==> src/design/hrfc_pkg.sv <==
// Package for the HTTP request framing checker: codes, phases and widths.
// No dependencies.
`default_nettype none
package hrfc_pkg;
	localparam int LINE_BYTES_DEF = 8192;
	localparam int LENGTH_DIGITS_DEF = 9;
	localparam int CHUNK_SIZE_DIGITS_DEF = 8;
	localparam logic [13:0] MIN_REQUEST_LINE = 14'd15;
	localparam logic [29:0] LENGTH_LIMIT = 30'h3FFF_FFFF;

	localparam logic [4:0] E_NONE = 5'd0;
	localparam logic [4:0] E_OVERFLOW = 5'd2;
	localparam logic [4:0] E_BAD_VERB = 5'd3;
	localparam logic [4:0] E_SYNTAX = 5'd4;
	localparam logic [4:0] E_BAD_VERSION = 5'd5;
	localparam logic [4:0] E_CR_NO_LF = 5'd6;
	localparam logic [4:0] E_HDR_CHAR = 5'd7;
	localparam logic [4:0] E_DOUBLE = 5'd8;
	localparam logic [4:0] E_CHUNK_HDR = 5'd9;
	localparam logic [4:0] E_CL_SYNTAX = 5'd10;
	localparam logic [4:0] E_CHUNK_CRLF = 5'd11;
	localparam logic [4:0] E_CHUNK_LONG = 5'd12;
	localparam logic [4:0] E_NON_HEX = 5'd14;
	localparam logic [4:0] E_BODY_NA = 5'd15;
	localparam logic [4:0] E_LF_NO_CR = 5'd16;

	localparam logic REG_BODY_MASK = 1'b0;
	localparam logic REG_MAX_LINE = 1'b1;

	typedef enum logic [5:0] {
		PH_REQUEST = 6'b000001,
		PH_HEADERS = 6'b000010,
		PH_BODY = 6'b000100,
		PH_CHUNK_LINE = 6'b001000,
		PH_CHUNK_DATA = 6'b010000,
		PH_DONE_WAIT = 6'b100000
	} phase_t;

	// Verb text, byte per position (0 past the end).
	function automatic logic [7:0] verb_char(input logic [2:0] v, input logic [4:0] i);
		logic [7:0] c;
		c = 8'h00;
		case (v)
			3'd0: case (i) 5'd0: c = "G"; 5'd1: c = "E"; 5'd2: c = "T"; default: c = 8'h00; endcase
			3'd1: case (i) 5'd0: c = "H"; 5'd1: c = "E"; 5'd2: c = "A"; 5'd3: c = "D";
				default: c = 8'h00; endcase
			3'd2: case (i) 5'd0: c = "P"; 5'd1: c = "O"; 5'd2: c = "S"; 5'd3: c = "T";
				default: c = 8'h00; endcase
			3'd3: case (i) 5'd0: c = "O"; 5'd1: c = "P"; 5'd2: c = "T"; 5'd3: c = "I";
				5'd4: c = "O"; 5'd5: c = "N"; 5'd6: c = "S"; default: c = 8'h00; endcase
			3'd4: case (i) 5'd0: c = "P"; 5'd1: c = "U"; 5'd2: c = "T"; default: c = 8'h00; endcase
			3'd5: case (i) 5'd0: c = "D"; 5'd1: c = "E"; 5'd2: c = "L"; 5'd3: c = "E";
				5'd4: c = "T"; 5'd5: c = "E"; default: c = 8'h00; endcase
			default: c = 8'h00;
		endcase
		return c;
	endfunction

	function automatic logic [4:0] verb_len(input logic [2:0] v);
		logic [4:0] n;
		case (v)
			3'd0: n = 5'd3;
			3'd1: n = 5'd4;
			3'd2: n = 5'd4;
			3'd3: n = 5'd7;
			3'd4: n = 5'd3;
			3'd5: n = 5'd6;
			default: n = 5'd31;
		endcase
		return n;
	endfunction

	localparam logic [14*8-1:0] CL_TEXT = "content-length";
	localparam logic [17*8-1:0] TE_TEXT = "transfer-encoding";
	localparam logic [7*8-1:0] CHUNKED_TEXT = "chunked";
	localparam logic [7*8-1:0] VERSION_TEXT = "HTTP/1.";

	function automatic logic [7:0] hdr_char(input logic h, input logic [4:0] i);
		logic [7:0] c;
		c = 8'h00;
		if (!h) begin
			if (i < 5'd14) c = CL_TEXT[8*(13 - i) +: 8];
		end else begin
			if (i < 5'd17) c = TE_TEXT[8*(16 - i) +: 8];
		end
		return c;
	endfunction

	function automatic logic [7:0] to_lower(input logic [7:0] b);
		return (b >= "A" && b <= "Z") ? b + 8'd32 : b;
	endfunction
endpackage
`default_nettype wire

==> src/design/http_request_framing_checker_unit.sv <==
// HTTP/1.x request framing checker: one stream byte in, one verdict out per word.
// A word is taken every clock while the output is not stalled; all checks for it run
// between the input register and the result register, so throughput is one byte per
// cycle. The first error latches and is reported on every later word until reset.
`default_nettype none
module http_request_framing_checker_unit
	import hrfc_pkg::*;
#(
	parameter int LINE_BYTES = LINE_BYTES_DEF,
	parameter int LENGTH_DIGITS = LENGTH_DIGITS_DEF,
	parameter int CHUNK_SIZE_DIGITS = CHUNK_SIZE_DIGITS_DEF
) (
	input wire logic clk,
	input wire logic arst_n,
	input wire logic in_valid,
	output logic in_stall,
	input wire logic [7:0] data_byte,
	output logic out_valid,
	input wire logic out_stall,
	output logic byte_ok,
	output logic [4:0] error_code,
	output logic is_body_byte,
	output logic request_done,
	input wire logic cfg_we,
	input wire logic cfg_index,
	input wire logic [13:0] cfg_data
);
	localparam logic [16:0] LINE_LIM = 17'(LINE_BYTES);

	logic [5:0] body_mask_q;
	logic [13:0] max_line_q;

	logic v_s1;
	logic [7:0] b_s1;

	phase_t phase_q, phase_d;
	logic [16:0] len_q, len_d;
	logic awaiting_q, awaiting_d;
	logic [1:0] part_q, part_d;
	logic [4:0] ti_q, ti_d;
	logic [11:0] mf_q, mf_d;
	logic seen_cl_q, seen_cl_d, seen_te_q, seen_te_d, vbody_q, vbody_d;
	logic [31:0] acc_q, acc_d;
	logic [29:0] decl_q, decl_d;
	logic [31:0] skip_q, skip_d;
	logic [1:0] cf_q, cf_d;
	logic [4:0] err_q, err_d;

	logic [4:0] code;
	logic body, done;
	logic adv_s1, take;
	logic [16:0] limit;
	logic [3:0] hexv;
	logic hex_ok;
	logic [35:0] mul10;

	// Stage 1 advances when stage 2 can take its word.
	assign adv_s1 = !out_valid || !out_stall;
	assign in_stall = !adv_s1;
	assign take = v_s1 && adv_s1;

	always_ff @(posedge clk or negedge arst_n) begin
		if (!arst_n) begin
			body_mask_q <= 6'd20;
			max_line_q <= 14'd8192;
		end else if (cfg_we) begin
			case (cfg_index)
				REG_BODY_MASK: body_mask_q <= cfg_data[5:0];
				REG_MAX_LINE: max_line_q <= cfg_data;
				default: ;
			endcase
		end
	end

	always_ff @(posedge clk or negedge arst_n) begin
		if (!arst_n) v_s1 <= 1'b0;
		else if (adv_s1) v_s1 <= in_valid;
	end
	always_ff @(posedge clk) begin
		if (adv_s1 && in_valid) b_s1 <= data_byte;
	end

	always_comb begin
		limit = (17'(max_line_q) > LINE_LIM) ? LINE_LIM : 17'(max_line_q);
		hex_ok = 1'b1;
		hexv = 4'd0;
		if (b_s1 >= "0" && b_s1 <= "9") hexv = 4'(b_s1 - "0");
		else if (b_s1 >= "a" && b_s1 <= "f") hexv = 4'(b_s1 - "a" + 8'd10);
		else if (b_s1 >= "A" && b_s1 <= "F") hexv = 4'(b_s1 - "A" + 8'd10);
		else hex_ok = 1'b0;
		mul10 = {4'd0, acc_q} * 36'd10 + 36'(b_s1 - "0");
	end

	always_comb begin
		phase_d = phase_q; len_d = len_q; awaiting_d = awaiting_q; part_d = part_q;
		ti_d = ti_q; mf_d = mf_q; seen_cl_d = seen_cl_q; seen_te_d = seen_te_q;
		vbody_d = vbody_q; acc_d = acc_q; decl_d = decl_q; skip_d = skip_q;
		cf_d = cf_q; err_d = err_q;
		code = E_NONE; body = 1'b0; done = 1'b0;
		if (err_q != E_NONE) begin
			code = err_q;
		end else if (awaiting_q) begin
			if (b_s1 == 8'h0A) begin
				awaiting_d = 1'b0;
				if (phase_q == PH_DONE_WAIT) begin
					phase_d = PH_REQUEST; done = 1'b1;
				end
			end else code = E_CR_NO_LF;
		end else if (phase_q == PH_BODY || phase_q == PH_CHUNK_DATA) begin
			body = 1'b1;
			skip_d = (skip_q != 32'd0) ? skip_q - 32'd1 : skip_q;
			if (skip_d == 32'd0) begin
				if (phase_q == PH_BODY) begin
					phase_d = PH_REQUEST; done = 1'b1;
				end else begin
					phase_d = PH_CHUNK_LINE; cf_d = 2'd1;
				end
			end
		end else if (b_s1 == 8'h0A) begin
			code = E_LF_NO_CR;
		end else if (len_q + 17'd1 > limit) begin
			code = E_OVERFLOW;
		end else begin
			len_d = len_q + 17'd1;
			if (b_s1 == 8'h0D) begin
				// Line end checks; len_d is the line length with its CR.
				if (phase_q == PH_HEADERS) begin
					if (len_d == 17'd1) begin
						if (seen_te_q) begin
							if (!vbody_q) code = E_BODY_NA;
							else begin phase_d = PH_CHUNK_LINE; cf_d = 2'd0; end
						end else if (seen_cl_q) begin
							if (!vbody_q && decl_q != 30'd0) code = E_BODY_NA;
							else begin
								skip_d = 32'(decl_q);
								phase_d = (decl_q != 30'd0) ? PH_BODY : PH_DONE_WAIT;
							end
						end else phase_d = PH_DONE_WAIT;
						if (code == E_NONE) begin
							seen_te_d = 1'b0; seen_cl_d = 1'b0; decl_d = 30'd0;
						end
					end else if (part_q != 2'd2 || mf_q[9]) code = E_SYNTAX;
					else if (mf_q[7]) code = E_HDR_CHAR;
					else if (mf_q[0]) begin
						if (seen_cl_q || seen_te_q) code = E_DOUBLE;
						else if (ti_q < 5'd1 || 32'(ti_q) > 32'(LENGTH_DIGITS) || mf_q[10]
							|| acc_q >= {2'b0, LENGTH_LIMIT} + 32'd1) code = E_CL_SYNTAX;
						else begin decl_d = acc_q[29:0]; seen_cl_d = 1'b1; end
					end else if (mf_q[1]) begin
						if (seen_cl_q || seen_te_q) code = E_DOUBLE;
						else if (!mf_q[8] || ti_q != 5'd7) code = E_CHUNK_HDR;
						else seen_te_d = 1'b1;
					end
				end else if (phase_q == PH_CHUNK_LINE) begin
					if (cf_q[1]) begin phase_d = PH_DONE_WAIT; cf_d = 2'd0; end
					else if (cf_q[0]) begin
						if (len_d != 17'd1) code = E_CHUNK_CRLF; else cf_d = 2'd0;
					end else if (len_d < 17'd2) code = E_CHUNK_HDR;
					else if (len_d - 17'd1 > 17'(CHUNK_SIZE_DIGITS)) code = E_CHUNK_LONG;
					else if (mf_q[7]) code = E_NON_HEX;
					else if (acc_q == 32'd0) cf_d = 2'd2;
					else begin skip_d = acc_q; phase_d = PH_CHUNK_DATA; end
				end else begin
					if (len_d < 17'(MIN_REQUEST_LINE) || part_q == 2'd0) code = E_SYNTAX;
					else if (!mf_q[6]) code = E_BAD_VERB;
					else if (part_q == 2'd1 || mf_q[7]) code = E_SYNTAX;
					else if (!mf_q[8] || ti_q != 5'd8) code = E_BAD_VERSION;
					else phase_d = PH_HEADERS;
				end
				if (code == E_NONE) begin
					awaiting_d = 1'b1; len_d = 17'd0; part_d = 2'd0; ti_d = 5'd0;
					mf_d = 12'h13F; acc_d = 32'd0;
				end
			end else if (phase_q == PH_HEADERS) begin
				if (part_q == 2'd0) begin
					if (b_s1 == ":") begin
						if (ti_q != 5'd14) mf_d[0] = 1'b0;
						if (ti_q != 5'd17) mf_d[1] = 1'b0;
						part_d = 2'd1;
					end else begin
						if (!((b_s1 >= "a" && b_s1 <= "z") || (b_s1 >= "A" && b_s1 <= "Z")
							|| (b_s1 >= "0" && b_s1 <= "9") || b_s1 == "-")) mf_d[7] = 1'b1;
						if (ti_q >= 5'd14 || hdr_char(1'b0, ti_q) != to_lower(b_s1))
							mf_d[0] = 1'b0;
						if (ti_q >= 5'd17 || hdr_char(1'b1, ti_q) != to_lower(b_s1))
							mf_d[1] = 1'b0;
						if (ti_q != 5'd31) ti_d = ti_q + 5'd1;
					end
				end else if (part_q == 2'd1) begin
					if (b_s1 != " ") mf_d[9] = 1'b1;
					part_d = 2'd2; ti_d = 5'd0;
				end else begin
					if (b_s1 >= "0" && b_s1 <= "9")
						acc_d = (mul10 > 36'h4000_0000) ? 32'h4000_0000 : mul10[31:0];
					else mf_d[10] = 1'b1;
					if (ti_q >= 5'd7 || CHUNKED_TEXT[8*(6 - 32'(ti_q)) +: 8] != b_s1)
						mf_d[8] = 1'b0;
					if (ti_q != 5'd31) ti_d = ti_q + 5'd1;
				end
			end else if (phase_q == PH_CHUNK_LINE) begin
				if (cf_q == 2'd0) begin
					if (!hex_ok) mf_d[7] = 1'b1;
					else if (32'(ti_q) < 32'(CHUNK_SIZE_DIGITS)) acc_d = {acc_q[27:0], hexv};
					if (ti_q != 5'd31) ti_d = ti_q + 5'd1;
				end
			end else begin
				if (part_q == 2'd0) begin
					if (b_s1 == " ") begin
						for (int i = 5; i >= 0; i--) begin
							if (mf_q[i] && verb_len(3'(i)) == ti_q) begin
								mf_d[6] = 1'b1; vbody_d = body_mask_q[i];
							end
						end
						part_d = 2'd1; ti_d = 5'd0;
					end else begin
						for (int i = 0; i < 6; i++) begin
							if (ti_q >= verb_len(3'(i)) || verb_char(3'(i), ti_q) != b_s1)
								mf_d[i] = 1'b0;
						end
						if (ti_q != 5'd31) ti_d = ti_q + 5'd1;
					end
				end else if (part_q == 2'd1) begin
					if (b_s1 == " ") begin part_d = 2'd2; ti_d = 5'd0; end
					else if (b_s1 == 8'h09 || b_s1 == 8'h00) mf_d[7] = 1'b1;
				end else begin
					if (ti_q < 5'd7) begin
						if (VERSION_TEXT[8*(6 - 32'(ti_q)) +: 8] != b_s1) mf_d[8] = 1'b0;
					end else if (ti_q == 5'd7) begin
						if (b_s1 != "0" && b_s1 != "1") mf_d[8] = 1'b0;
					end else mf_d[8] = 1'b0;
					if (ti_q != 5'd31) ti_d = ti_q + 5'd1;
				end
			end
		end
		if (code != E_NONE) begin
			err_d = code; body = 1'b0; done = 1'b0;
		end
	end

	always_ff @(posedge clk or negedge arst_n) begin
		if (!arst_n) begin
			phase_q <= PH_REQUEST; len_q <= '0; awaiting_q <= 1'b0; part_q <= '0;
			ti_q <= '0; mf_q <= 12'h13F; seen_cl_q <= 1'b0; seen_te_q <= 1'b0;
			vbody_q <= 1'b0; acc_q <= '0; decl_q <= '0; skip_q <= '0; cf_q <= '0;
			err_q <= E_NONE;
		end else if (take) begin
			phase_q <= phase_d; len_q <= len_d; awaiting_q <= awaiting_d; part_q <= part_d;
			ti_q <= ti_d; mf_q <= mf_d; seen_cl_q <= seen_cl_d; seen_te_q <= seen_te_d;
			vbody_q <= vbody_d; acc_q <= acc_d; decl_q <= decl_d; skip_q <= skip_d;
			cf_q <= cf_d; err_q <= err_d;
		end
	end

	always_ff @(posedge clk or negedge arst_n) begin
		if (!arst_n) out_valid <= 1'b0;
		else if (adv_s1) out_valid <= v_s1;
	end
	always_ff @(posedge clk) begin
		if (take) begin
			byte_ok <= (code == E_NONE);
			error_code <= code;
			is_body_byte <= body;
			request_done <= done;
		end
	end
endmodule
`default_nettype wire

==> config.mk <==
export PLATFORM = sky130hd
export DESIGN_NAME = http_request_framing_checker_unit
export DESIGN_NICKNAME = d
export VERILOG_FILES = /design/src/design/hrfc_pkg.sv /design/src/design/http_request_framing_checker_unit.sv
export SDC_FILE = /design/constraint.sdc
export NUM_CORES = 1
export LEC_CHECK = 0
export BUFFER_PORTS_ARGS = -buffer_cell sky130_fd_sc_hd__buf_2
export CAP_MARGIN = 20
export CELL_PAD_IN_SITES_DETAIL_PLACEMENT = 1
export CELL_PAD_IN_SITES_GLOBAL_PLACEMENT = 1
export CORE_ASPECT_RATIO = 0.9
export CORE_MARGIN = 5
export CORE_UTILIZATION = 49
export CTS_CLUSTER_DIAMETER = 50
export DETAILED_ROUTE_END_ITERATION = 10
export PLACE_DENSITY_LB_ADDON = 0.1
export SLEW_MARGIN = 20
export SYNTH_ARGS = -nofsm -noshare
export SYNTH_HDL_FRONTEND = slang
export SYNTH_SLANG_ARGS = --single-unit
==> constraint.sdc <==
create_clock -name clk -period 8.95 [get_ports clk]
set_input_delay 0.4475 -clock clk [delete_from_list [all_inputs] [get_ports clk]]
set_output_delay 0.4475 -clock clk [all_outputs]
set_load 0.02 [all_outputs]
==> results.ini, run 1 <==
[run_status]
status=finished clean

[worst_setup_path]
cp-start-kind=flop
cp_num_buf_inv=1
critPathMaxStageDelay_ps=730
cp_max_fo=18
crit_family=compound AO/OA/AOI/OAI gates
crit_path_end_kind=flop
worst_path_max_delay_cell=o41ai_2
crit_required_ps=9340
crit_arrival_ps=7720
path_class=flop to flop

[detailed_routing]
wl_um=59100
wl_per_cell_um=22.8
ant_nets=0
dr.pass1.iters=5
drc_errors=0
vias=17300
via_per_inst=6.67
first_iter_violations=1382

[global_route]
grt_antenna_before_repair=0
grt_usage_pct=29.3
grt_pass1_vias=17200
overflow=0
grt_pass1_wl_um=95500
grt_max_degree=92

[finish]
design_area_um2=18500
nFillCells=4286
diodes=0
syn_to_final_growth_pct=6.42
drive_gt1_share_pct=8.55
final_common_cell=nand2_1
final_cell_mix=nand2_1, a21oi_1, nor2_1
fin_nets=2269

[floorplan]
die_area_um2=39400
core_area_um2=35100
ios=38
die_width_um=209
die_y_um=189
row_count=65
start_util_pct=49.6

[sta]
max_freq_ghz=0.136
setup-violations-final=0
finalHoldViolCount=0
post-route-period-util_pct=81.9
rsz0062_at_grt=no
maxSlewViolCount=0
clock-skew-final_ps=19.9
fin_crit_ps=7330
relSlewSlack_pct=30.3
layout_setup_ws_ps=1620
tightest_slew_ps=1040
timing.setup.tns_ps=0

[cts]
insertion_delay_ps=460
cts_made_buffers=17
clock-root-buffer=clkbuf_16
cts_tree=done
clk_pin_slew_ps=90
post_cts_buffers=0
cts_resized=0
cts_htree_levels=4
cts_buffer_depth=2
clock-sinks=184
hold_buffers=0

[placed_design]
placed_cell_area_um2=17900
place_congestion=0.911
pre_cts_slack_ps=1500
dpl.hpwl_um=43500
port_buffers=37

[pwr]
powerDensity_nw_per_um2=125
peakVddDrop_v=0.000109
finalPower_uw=2310
p_leak_uw=0.00800

[yosys]
synth_edf_count=16
avgSynthCellArea_um2=8.07
yosys_register_bits=184
yosys.area.top_type=dfrtp_1
syn_inst=2155
syn_area_um2=17400
synth_warnings=0
synth_area_leaders=dfrtp_1, ha_1, a21oi_1
seq_area_frac_synth_pct=27.0
yosysUniqueCellTypes=90
synth_ff_type=dfrtp_1
synthArstFlopShare_pct=91.3
netlist.area_leader.share_pct=22.6
synth_nets=2319

[job]
maxCapViolations=0

[worst_hold_path]
min_path_type=primary input to asynchronous set/reset pin

==> stage by stage <==
stage	utilization, %	cells	hold WS (ps)
floorplan	-	2155	152
CTS	52.8	2587	95.3
global placement	51.0	2555	468
detailed placement	51.0	2555	478
global route	52.8	2587	113
finish	52.8	2587	44.9
==> state kept, by name (all words and copies together), names as in the netlist, 8 cells and up <==
register    cells
acc_q          32
b_s1            8
decl_q         30
len_q          17
max_line_q     14
mf_q           11
skip_q         32
==> layout make-up <==
| class | count | area (µm²) | area share, % |
|---|---|---|---|
| Multi-Input combinational cell | 1777 | 12000 | 64.8 |
| Sequential cell | 184 | 4700 | 25.4 |
| Tap cell | 469 | 587 | 3.17 |
| Clock buffer | 17 | 425 | 2.30 |
| Timing Repair Buffer | 63 | 390 | 2.11 |
| Inverter | 62 | 233 | 1.26 |
| Clock inverter | 15 | 184 | 0.993 |
==> cell usage after synthesis (30+ instances only) <==
cell type  count
xnor2_1       86
o21ai_0      132
xor2_1        35
a31oi_1       35
and2_1        41
nor3_1        77
nand2_1      198
ha_1         134
mux2_2        30
clkbuf_1     113
a21oi_1      173
nand3_1       65
nor4_1        48
dfrtp_1      157
a22o_1        33
nor2_1       163
nand4_1       35
a21o_1        43
inv_1         60
==> path summary, 6_finish.rpt <==
path / slack (ps) / start / cells past startpoint / to
setup / recovery: 1620 / acc_q[1]$_DFFE_PN0P_ / 25 / acc_q[12]$_DFFE_PN0P_
hold / removal: 40 / arst_n / 1 / len_q[6]$_DFFE_PN0P_
setup reg to reg: 1620 / acc_q[1]$_DFFE_PN0P_ / 25 / acc_q[12]$_DFFE_PN0P_
hold reg to reg: 490 / mf_q[10]$_DFFE_PN0P_ / 2 / mf_q[10]$_DFFE_PN0P_
max in group asynchronous: 7660 / arst_n / 2 / acc_q[0]$_DFFE_PN0P_
min in group clk: 160 / data_byte[0] / 1 / b_s1[0]$_DFFE_PP_
==> cells by family after synthesis <==
logic type                 Yosys count  share of synthesized area [%]
xor gates and xnor gates           121                           6.09
and+or+nand+nor                    789                           22.9
AOI/OAI and AO/OA                  668                           25.8
adders and majority gates          136                           9.87
muxes                               63                           3.98
buffers and inverters              194                           4.32
DFF                                184                           27.0
==> metal layers <==
layer / vias to the layer above / global-route usage [%] / wire length, µm
met3: 56 / 5.11 / 3540
met5: - / 0 / 0
li1: 8000 / - / -
met4: 0 / 4.89 / 638
met2: 471 / 45.7 / 26400
met1: 8734 / 43.4 / 28500
==> power by group <==
| part | switching [µW] | leakage [µW] | total (µW) | internal (µW) |
|---|---|---|---|---|
| combinational | 366 | 0.00536 | 578 | 212 |
| sequential | 52.0 | 0.00234 | 927 | 875 |
| clock | 397 | 0.000295 | 800 | 403 |
Power figures use the tool's default switching activity.
==> run 2: changes to the inputs <==
--- a/config.mk
+++ b/config.mk
@@ -11,7 +11,7 @@
 export CELL_PAD_IN_SITES_GLOBAL_PLACEMENT = 1
 export CORE_ASPECT_RATIO = 0.9
 export CORE_MARGIN = 5
-export CORE_UTILIZATION = 49
+export CORE_UTILIZATION = 45
 export CTS_CLUSTER_DIAMETER = 50
 export DETAILED_ROUTE_END_ITERATION = 10
 export PLACE_DENSITY_LB_ADDON = 0.1
==> constraint.sdc (replaced) <==
create_clock -name clk -period 6 [get_ports clk]
set_input_delay 0.3 -clock clk [delete_from_list [all_inputs] [get_ports clk]]
set_output_delay 0.3 -clock clk [all_outputs]
set_load 0.02 [all_outputs]
==> run 2 against run 1 <==
  * Clock power up 41%
  * Core utilization down 2.5 points
  * Via count up 1.1%
  * Register-to-register slack worse by 1500 ps
  * Sequential power up 49%
  * Clock skew down 2.7 ps
  * Largest power group unchanged
  * Worst hold slack worse by 24 ps
  * Highest routed layer unchanged
  * Global-route usage down 1.3 points
  * Critical path depth down 1
  * Clock-buffer cell count unchanged
==> results.ini, run 2 (synthesis results as in run 1) <==
[sta]
layout_setup_ws_ps=164
finalHoldViolCount=0
maxSlewViolCount=0
worst_hold_slack_ps=20.6
fin_crit_ps=5840
post-route-period-util_pct=97.3
max_freq_ghz=0.171
tightest_slew_ps=1080
clock-skew-final_ps=17.2
setup-violations-final=0
relSlewSlack_pct=26.1

[placed_design]
dpl.hpwl_um=45400
pre_cts_slack_ps=-196
place_congestion=0.925
port_buffers=37
placed_cell_area_um2=18400

[detailed_routing]
wl_um=61300
wl_per_cell_um=22.8
drc_errors=0
first_iter_violations=1463
dr.pass1.iters=5
ant_nets=0
via_per_inst=6.49
vias=17400

[cts]
clock-sinks=184
clk_pin_slew_ps=80
cts_buffer_depth=2
insertion_delay_ps=470
clock-root-buffer=clkbuf_16
cts_htree_levels=4
cts_tree=done
cts_made_buffers=17

[global_route]
grt_antenna_before_repair=0
grt_pass1_wl_um=98000
grt_max_degree=69
grt_usage_pct=28.0
grt_pass1_vias=17400
overflow=0

[worst_setup_path]
crit_path_end_kind=flop
r2r_slack_ps=160
cp-startpoint=acc_q[3]$_DFFE_PN0P_
cp_max_fo=9
crit_arrival_ps=6230
r2r_start=acc_q[3]$_DFFE_PN0P_
path_class=flop to flop
r2r-end=acc_q[8]$_DFFE_PN0P_
crit_required_ps=6400
cp-start-kind=flop
reg2regPathDepth=24

[pwr]
p_leak_uw=0.00841
peakVddDrop_v=0.000191
powerDensity_nw_per_um2=177
finalPower_uw=3410

[finish]
nFillCells=4660
drive_gt1_share_pct=12.9
syn_to_final_growth_pct=10.8
design_area_um2=19300
final_cell_mix=nand2_1, a21oi_1, nor2_1
fin_nets=2349
multiInputGateArea_um2=12100
regArea_um2=4700
top_regs=acc_q: 32 flops, skip_q: 32 flops, decl_q: 30 flops
final_common_cell=nand2_1

[job]
maxCapViolations=0

[worst_hold_path]
holdCritStartpoint=data_byte[2]
hold_end=b_s1[2]$_DFFE_PP_
min_path_type=primary input to flop
min_path_cells=1

[floorplan]
start_util_pct=45.4
core_area_um2=38300
die_y_um=197
die_width_um=217
ios=38
die_area_um2=42700
row_count=68

[run_status]
status=finished clean

==> run 2: worst max-delay path by stage <==
stage                     depth (start not counted)                     to  slack [ps]
after floorplan                                  29  acc_q[19]$_DFFE_PN0P_          60
after global placement                           27  acc_q[26]$_DFFE_PN0P_          20
after detailed placement                         27  acc_q[26]$_DFFE_PN0P_        -200
after CTS                                        30  acc_q[18]$_DFFE_PN0P_           3
after global routing                             30  acc_q[14]$_DFFE_PN0P_         -70
final                                            24   acc_q[8]$_DFFE_PN0P_         160
==> run 2: worst max-delay path, stage by stage (launching register included) <==
cell and delay (ps):
dfrtp_1 420, ha_1 300, ha_1 190, inv_1 70, fa_2 350, nor2b_2 110
o21a_1 150, o21ai_2 90, a21oi_2 190, a21oi_1 120, xnor2_1 150, ha_1 410
a21o_1 270, a21oi_1 150, o21ai_0 100, a41oi_1 570, o21ai_0 240, a21oi_1 250
xnor2_1 190, or3_1 360, o41ai_2 370, buf_4 190, and3_4 220, clkbuf_16 160
a221o_1 150
==> run 2: cell type report <==
cell class              instances  area share (%)
well taps                     490            3.18
flip-flops and latches        184            24.4
repair buffers                143            5.35
multi-input cells            1777            63.0
clock inverters                15           0.720
inverters                      62            1.21
clock buffers                  17            2.21
diodes                          1          0.0130
==> run 2: per-stage QoR <==
step	setup TNS, ps	utilization, %	instances
after floorplan	0	-	2155
after global placement	0	48.1	2641
after detailed placement	-4470	48.1	2641
after CTS	0	49.8	2678
after global routing	-1160	50.3	2688
final	0	50.4	2689
==> run 2: timing repair <==
item / in CTS / in global routing
hold buffers: 4 / 0
endpoints found under the hold margin: 41 / 0
buffers inserted: 1 / 9
endpoints found under the setup margin: 30 / 31
resized for setup: 11 / 33
cloned: 0 / 1
pin swaps: 4 / 20
==> run 2: report_power, final <==
group / internal (µW) / switching (µW)
clock: 547 / 586
sequential: 1310 / 77.6
combinational: 338 / 553
==> run 2: layer usage <==
metal | share of wire (%) | up-vias | global-route usage [%]
met5 | 0 | - | 0
met4 | 1.3 | 0 | 5.50
met3 | 4.7 | 60 | 2.98
met2 | 43 | 441 | 42.1
met1 | 51 | 8786 | 43.6
li1 | - | 8162 | -
==> run 3: changes to the inputs <==
--- a/config.mk
+++ b/config.mk
@@ -14,6 +14,7 @@
 export CORE_UTILIZATION = 45
 export CTS_CLUSTER_DIAMETER = 50
 export DETAILED_ROUTE_END_ITERATION = 10
+export HOLD_SLACK_MARGIN = 0.03
 export PLACE_DENSITY_LB_ADDON = 0.1
 export SLEW_MARGIN = 20
 export SYNTH_ARGS = -nofsm -noshare
==> run 3 against run 2 <==
  * Sequential power about the same
  * Global-route usage about the same
  * Non-clock buffer count increased by 5
  * Die area unchanged
  * Critical endpoint is now acc_q[5]$_DFFE_PN0P_
  * Largest power group unchanged
  * Highest routed layer unchanged
==> results.ini, run 3 (synthesis results as in run 1) <==
[finish]
design_area_um2=19300
drive_gt1_share_pct=12.9
top_regs=acc_q: 32 flops, skip_q: 32 flops, decl_q: 30 flops
final_cell_mix=nand2_1, a21oi_1, nor2_1
syn_to_final_growth_pct=11.1
final_core_util_pct=50.5
nFillCells=4656
final_common_cell=nand2_1
multiInputGateArea_um2=12100
regArea_um2=4700
fin_nets=2354

[sta]
setup-violations-final=0
max_freq_ghz=0.172
tightest_slew_ps=1070
maxSlewViolCount=0
fin_crit_ps=5810
clock-skew-final_ps=16.6
timing.setup.tns_ps=0
relSlewSlack_pct=27.0
finalHoldViolCount=0
layout_setup_ws_ps=189
post-route-period-util_pct=96.8

[cts]
cts_htree_levels=4
clock-sinks=184
clock-root-buffer=clkbuf_16
cts_made_buffers=17
cts_tree=done
clk_pin_slew_ps=80
insertion_delay_ps=470
cts_buffer_depth=2

[floorplan]
ios=38
core_area_um2=38300
die_area_um2=42700
die_y_um=197
row_count=68
start_util_pct=45.4
die_width_um=217

[worst_setup_path]
cp_num_buf_inv=5
worst_path_max_delay_cell=dfrtp_1
crit_required_ps=6390
path_class=flop to flop
critPathMaxStageDelay_ps=420
crit_path_end_kind=flop
crit_family=compound AO/OA/AOI/OAI gates
cp_max_fo=9
cpMostUsedCell=a21oi_2
crit_arrival_ps=6200
cp-start-kind=flop

[detailed_routing]
vias=17500
via_per_inst=6.50
wl_um=61300
drc_errors=0
first_iter_violations=1415
ant_nets=0
wl_per_cell_um=22.8
dr.pass1.iters=5

[placed_design]
placed_cell_area_um2=18400
pre_cts_slack_ps=-196
place_congestion=0.925
dpl.hpwl_um=45400
port_buffers=37

[global_route]
grt_pass1_vias=17500
grt_max_degree=69
grt_antenna_before_repair=0
grt_usage_pct=28.0
overflow=0
grt_pass1_wl_um=98200

[pwr]
powerDensity_nw_per_um2=176
p_leak_uw=0.00843
finalPower_uw=3410
peakVddDrop_v=0.000190

[run_status]
status=finished clean

[worst_hold_path]
min_path_type=primary input to flop

[job]
maxCapViolations=0

run 3: where the power goes:
group | switching [µW] | internal (µW)
sequential | 78.8 | 1310
combinational | 553 | 340
clock | 580 | 547
run 3: worst reg2reg max path, delay by kind of cell, from the launching register on:
family | cells | cell delay [ps]
adder cells (fa/ha/maj) | 4 | 1100
XOR/XNOR | 1 | 90
buffers and inverters | 5 | 780
AND/OR/NAND/NOR | 6 | 920
flip-flops | 1 | 420
AO/OA/AOI/OAI | 14 | 2400
run 3: path summary, 6_finish.rpt:
| check | from | endpoint | slack [ps] | depth (start not counted) |
|---|---|---|---|---|
| worst min register to register | mf_q[10]$_DFFE_PN0P_ | mf_q[10]$_DFFE_PN0P_ | 500 | 2 |
| max in group asynchronous | arst_n | acc_q[31]$_DFFE_PN0P_ | 4430 | 3 |
| worst max register to register | acc_q[3]$_DFFE_PN0P_ | acc_q[5]$_DFFE_PN0P_ | 190 | 30 |
| min in group asynchronous | arst_n | len_q[7]$_DFFE_PN0P_ | 320 | 2 |
| worst min-delay path | cfg_data[12] | max_line_q[12]$_DFFE_PN0P_ | 60 | 2 |
| worst max-delay path | acc_q[3]$_DFFE_PN0P_ | acc_q[5]$_DFFE_PN0P_ | 190 | 30 |
run 3: per-layer routing:
layer	track usage [%]	vias up	part of all wire, %
met4	5.50	0	1.4
met1	43.6	8807	51
li1	-	8177	-
met2	42.2	471	43
met3	2.98	65	4.7
met5	0	-	0
run 3: through the flow:
stage,cells,hold slack (ps)
floorplan,2155,4.41
global placement,2641,244
detailed placement,2641,240
CTS,2683,47.9
global route,2693,68.9
finish,2694,57.3
run 3: what timing repair did:
action | 4_1_cts | 5_1_grt
setup endpoints to repair | 30 | 31
hold endpoints to repair | 46 | 0
pin swaps | 4 | 20
hold buffers | 9 | 0
cloned | 0 | 1
buffers inserted | 1 | 9
resized for setup | 11 | 33
run 3: area by class of cell:
class,instances,share of cell area [%]
Antenna cell,1,0.0129
Clock buffer,17,2.20
Clock inverter,15,0.719
Inverter,62,1.20
Multi-Input combinational cell,1777,62.8
Sequential cell,184,24.3
Tap cell,490,3.17
Timing Repair Buffer,148,5.59
